## config.mk

```make
export PLATFORM = sky130hd
export DESIGN_NAME = vn_square
export DESIGN_NICKNAME = d
export VERILOG_FILES = /design/src/rtl/vn_pkg.sv /design/src/rtl/vn_square.sv
export SDC_FILE = /design/constraint.sdc
export NUM_CORES = 2
export LEC_CHECK = 0
export BUFFER_PORTS_ARGS = -buffer_cell sky130_fd_sc_hd__buf_4
export CAP_MARGIN = 25
export CORE_ASPECT_RATIO = 0.8
export CORE_MARGIN = 2
export CORE_UTILIZATION = 35
export DETAILED_ROUTE_END_ITERATION = 12
export PLACE_DENSITY = 0.49
export REMOVE_ABC_BUFFERS = 1
export SLEW_MARGIN = 20
export SYNTH_ARGS = -nofsm -noshare
export SYNTH_HDL_FRONTEND = slang
export SYNTH_SLANG_ARGS = --single-unit
export TNS_END_PERCENT = 10
```

## constraint.sdc

```tcl
create_clock -name clk -period 7.9 [get_ports clk]
set_input_delay 2.37 -clock clk [delete_from_list [all_inputs] [get_ports clk]]
set_output_delay 2.37 -clock clk [all_outputs]
set_load 0.03 [all_outputs]
```

## src/rtl/vn_pkg.sv

```systemverilog
// Shared sizes, payload structs and pipeline stage records for vec2_normalize_fixed.
// No dependencies.
package vn_pkg;

  localparam int IN_WIDTH      = 32;
  localparam int OUT_FRAC_BITS = 30;
  localparam int FIELD_W       = 32;
  localparam int SUM_W         = 2 * IN_WIDTH;
  localparam int ROOT_W        = IN_WIDTH;
  localparam int QUO_W         = OUT_FRAC_BITS + 1;

  localparam logic [QUO_W-1:0] Q_LIMIT = QUO_W'(1) << OUT_FRAC_BITS;
  localparam logic signed [FIELD_W-1:0] UNIT_MAX = FIELD_W'(1) << OUT_FRAC_BITS;

  typedef struct packed {
    logic signed [FIELD_W-1:0] x_component;
    logic signed [FIELD_W-1:0] y_component;
  } item_t;

  typedef struct packed {
    logic signed [FIELD_W-1:0] unit_x;
    logic signed [FIELD_W-1:0] unit_y;
    logic        [FIELD_W-1:0] length;
    logic                      is_zero;
  } result_t;

  // Squared magnitude plus component magnitudes and signs.
  typedef struct packed {
    logic [SUM_W-1:0]    sum;
    logic [IN_WIDTH-1:0] ax;
    logic [IN_WIDTH-1:0] ay;
    logic                nx;
    logic                ny;
  } mag_t;

  // One square-root stage.
  typedef struct packed {
    logic [ROOT_W+1:0]   rem;
    logic [ROOT_W-1:0]   root;
    logic [SUM_W-1:0]    sum;
    logic [IN_WIDTH-1:0] ax;
    logic [IN_WIDTH-1:0] ay;
    logic                nx;
    logic                ny;
  } sqs_t;

  // One divider stage, both lanes.
  typedef struct packed {
    logic [ROOT_W:0]   rx;
    logic [ROOT_W:0]   ry;
    logic [QUO_W-1:0]  qx;
    logic [QUO_W-1:0]  qy;
    logic [ROOT_W-1:0] len;
    logic              nx;
    logic              ny;
  } dvs_t;

endpackage

```

## src/rtl/vn_square.sv

```systemverilog
// Front end: sign split, squaring and sum of squares, three register stages.
// Depends on vn_pkg.
module vn_square (
  input  logic          clk,
  input  logic          rst,
  input  logic          ce,
  input  logic          in_valid,
  input  vn_pkg::item_t in_data,
  output logic          out_valid,
  output vn_pkg::mag_t  out_data
);

  logic [vn_pkg::IN_WIDTH-1:0] xs, ys;
  logic                        v1, v2;
  logic [vn_pkg::IN_WIDTH-1:0] ax1, ay1, ax2, ay2;
  logic                        nx1, ny1, nx2, ny2;
  logic [vn_pkg::SUM_W-1:0]    sqx, sqy;

  assign xs = in_data.x_component[vn_pkg::IN_WIDTH-1:0];
  assign ys = in_data.y_component[vn_pkg::IN_WIDTH-1:0];

  always_ff @(posedge clk) begin
    if (rst) begin
      v1        <= 1'b0;
      v2        <= 1'b0;
      out_valid <= 1'b0;
    end else if (ce) begin
      v1        <= in_valid;
      v2        <= v1;
      out_valid <= v2;
    end
    if (ce) begin
      nx1 <= xs[vn_pkg::IN_WIDTH-1];
      ny1 <= ys[vn_pkg::IN_WIDTH-1];
      ax1 <= xs[vn_pkg::IN_WIDTH-1] ? (~xs + 1'b1) : xs;
      ay1 <= ys[vn_pkg::IN_WIDTH-1] ? (~ys + 1'b1) : ys;
      // square each magnitude
      ax2 <= ax1;
      ay2 <= ay1;
      nx2 <= nx1;
      ny2 <= ny1;
      sqx <= vn_pkg::SUM_W'(ax1) * vn_pkg::SUM_W'(ax1);
      sqy <= vn_pkg::SUM_W'(ay1) * vn_pkg::SUM_W'(ay1);
      // sum cannot overflow: each square is at most 2^(2*IN_WIDTH-2)
      out_data.sum <= sqx + sqy;
      out_data.ax  <= ax2;
      out_data.ay  <= ay2;
      out_data.nx  <= nx2;
      out_data.ny  <= ny2;
    end
  end

endmodule

```

==> flow_summary.json <==
{
  "status": "complete, but fails checks",
  "violations": "negative setup slack",
  "dieArea_sq_mm": 0.219,
  "hold_viol": 0,
  "cts_hold_repair.buffers": 0,
  "root_buffer": "clkbuf_16",
  "crit_start": "ax1[6]",
  "wl_per_cell_um": 19.2,
  "critPathCaptureType": "flop",
  "design.core.area_sq_mm": 0.214,
  "netlist_instances": 7435,
  "cts.sinks": 389,
  "yosysTopAreaCell": "fa_1",
  "netlist_area_sq_mm": 0.0752,
  "worst_setup_path_start_kind": "flop",
  "synth_mux_area_share_pct": 0.123,
  "final_common_cell": "inv_1",
  "fin_crit_ns": 7.98,
  "synth_compound_area_share_pct": 6.26,
  "ys_warn_count": 0,
  "synth_xor_area_share_pct": 3.79,
  "hold_path.class": "reg -> reg",
  "fin_skew_ns": 0.0411,
  "vias": 52600,
  "fmax_mhz": 125,
  "regArea_sq_mm": 0.0117,
  "fp.dieH_um": 419,
  "arrival_ns": 8.42,
  "grt_pass1_vias": 58500,
  "grt_max_degree": 141,
  "finalCritPeriodShare_pct": 101,
  "placementRows": 152,
  "grt.overflow.total": 0,
  "pin_count": 199,
  "rsz0062_at_grt": "true",
  "slew_viol_final": 0,
  "netlist.area_leader.share_pct": 42.2,
  "synth_cell_types": 78,
  "drc": 0,
  "cts_buffer_depth": 3,
  "nNetsFinal": 10700,
  "crit_top_cell": "fa_1",
  "synth_top_family_by_area": "adder cells",
  "final-setup-viol-count": 5,
  "synth-seq-cells": 389,
  "port_buffers": 198,
  "cts_inserted_buffers": 50,
  "syn_area_per_cell_sq_um": 10.1,
  "wirelength_mm": 216,
  "crit_slowest_cell": "fa_1",
  "cts_tree": "yes",
  "reg2reg_setup_slack_ns": -0.08,
  "worst_slew_pin_slew_ns": 0.985,
  "rr_endpoint": "sqx[60]",
  "initial_core_util_pct": 35.1,
  "reg2reg_depth": 29,
  "synth_flop_cell": "edfxtp_1",
  "cpPeakStageDelay_ns": 0.54,
  "synth-seq-area-share_pct": 15.5,
  "worst_slack_ns": -0.0838,
  "area_growth_pct": 20.0,
  "synth-simple-area-share_pct": 9.99,
  "grt_pass1_wl_mm": 341,
  "path_class": "reg -> reg",
  "cts.htree.levels": 2,
  "async_reset_ff_share_pct": 0,
  "antenna_found_initial": 15,
  "crit_end": "sqx[60]",
  "synth_edf_count": 386,
  "drt-initial-drc-count": 2935,
  "finish.utilization_pct": 42.2,
  "synth_fa_ha_area_share_pct": 53.1,
  "post-route-cell-area_sq_mm": 0.0903,
  "clkTransAtPathRegs_ns": 0.06,
  "gp_congestion": 0.889,
  "timing.max_cap.violations": 0,
  "reg2reg_from": "ax1[6]",
  "required_ns": 8.33,
  "hpwl_mm": 184,
  "grt.total_usage_pct": 20.4,
  "crit_path_max_fanout": 6,
  "final_cell_mix": "inv_1, fa_1, buf_4",
  "nFillCells": 21000,
  "clk_latency_ns": 0.71,
  "synth_area_leaders": "fa_1, edfxtp_1, ha_1, inv_1, and2_1",
  "ant_nets": 0,
  "via_per_inst": 4.67,
  "drive_above_1_share_pct": 18.1,
  "placed_area_sq_mm": 0.0867,
  "drtPass1Iterations": 5,
  "multi_input_area_sq_mm": 0.0564,
  "die_w_um": 522,
  "slew-limit-headroom_pct": 34.3,
  "dp_slack_ns": -0.775
}
[final cells by class]
type | count | share of cell area [%]
sequential | 389 | 12.9
clock buffer | 55 | 1.41
antenna | 5 | 0.0139
inverter | 1966 | 8.19
tap | 2849 | 3.95
timing repair buffer | 1152 | 10.7
clock inverter | 35 | 0.351
multi-input combinational | 4799 | 62.5
[flip-flops by register name, indices dropped and copies added (netlist names), 32 cells and up]
| signal | cells |
|---|---|
| ay1 | 32 |
| sqy | 62 |
| ax1 | 32 |
| out_data | 130 |
| sqx | 62 |
| ay2 | 32 |
| ax2 | 32 |
[routing by layer]
metal | up-vias | track usage, % | share of wire, % | routed length (um)
met3 | 167 | 3.46 | 5.5 | 11800
met2 | 1014 | 31.6 | 45 | 96500
li1 | 24400 | - | - | -
met1 | 26900 | 29.8 | 48 | 103000
met4 | 0 | 4.37 | 2.1 | 4570
met5 | - | 0 | 0 | 0
[Yosys cell counts, types with 10 or more instances]
cell type and number:
nor2b_1 40, xor2_1 115, nand2b_1 14, nor2_1 149
o21ai_0 113, or4_1 10, o21bai_1 40, a21boi_0 10
and3_1 25, or3_1 14, fa_1 1585, nand2_1 606
ha_1 659, nand3_1 32, a31o_2 26, nand4_1 57
edfxtp_1 386, o21a_1 17, and2_1 484, nor3_1 30
o31ai_1 27, clkbuf_1 272, xnor2_1 211, a21oi_1 222
a31oi_1 34, inv_1 1965, or2_2 17, a21o_1 127
[how the worst min path moves through the flow]
stage,start,end,slack (ns),depth (start not counted)
2_1_floorplan,nx1,nx2,0.40,0
3_3_place_gp,ay2[31],out_data[33],0.40,0
3_5_place_dp,ay2[15],out_data[17],0.40,0
4_1_cts,ay2[19],out_data[21],0.40,0
5_1_grt,ay2[19],out_data[21],0.41,0
6_report,ax2[22],out_data[56],0.41,0
[stage by stage]
stage | hold slack [ns] | setup TNS, ns | std cells
2_1_floorplan | 0.400 | -0.0775 | 7154
3_3_place_gp | 0.403 | -13.82 | 11100
3_5_place_dp | 0.405 | -13.24 | 11100
4_1_cts | 0.401 | -0.224 | 11200
5_1_grt | 0.408 | -4.43 | 11200
6_report | 0.414 | -0.301 | 11300
[cells by family (layout without fill, tap and decap cells)]
group / Yosys count / after routing
DFF: 389 / 389
and+or+nand+nor: 1502 / 1502
buffers and inverters: 2247 / 3208
AOI/OAI and AO/OA: 718 / 718
xor gates and xnor gates: 326 / 326
adders and majority gates: 2244 / 2244
muxes: 9 / 9
other: 0 / 5
[critical path: cells and delay by family (launching register included)]
kind / cells / cell delay, ns
adders and majority gates: 9 / 4.31
buffers and inverters: 9 / 0.65
and+or+nand+nor: 5 / 0.87
AOI/OAI and AO/OA: 5 / 1.29
DFF: 1 / 0.47
xor gates and xnor gates: 1 / 0.14
[what timing repair did]
| item | 4_1_cts | 5_1_grt |
|---|---|---|
| hold endpoints to repair | 0 | 0 |
| setup endpoints to repair | 42 | 47 |
| pin swaps | 136 | 83 |
| gates cloned | 1 | 1 |
| gates resized for setup | 198 | 141 |
| setup buffers | 40 | 21 |
Power is not shown: default switching activity piles up to over one toggle a cycle in this logic, so the estimate is an artifact.
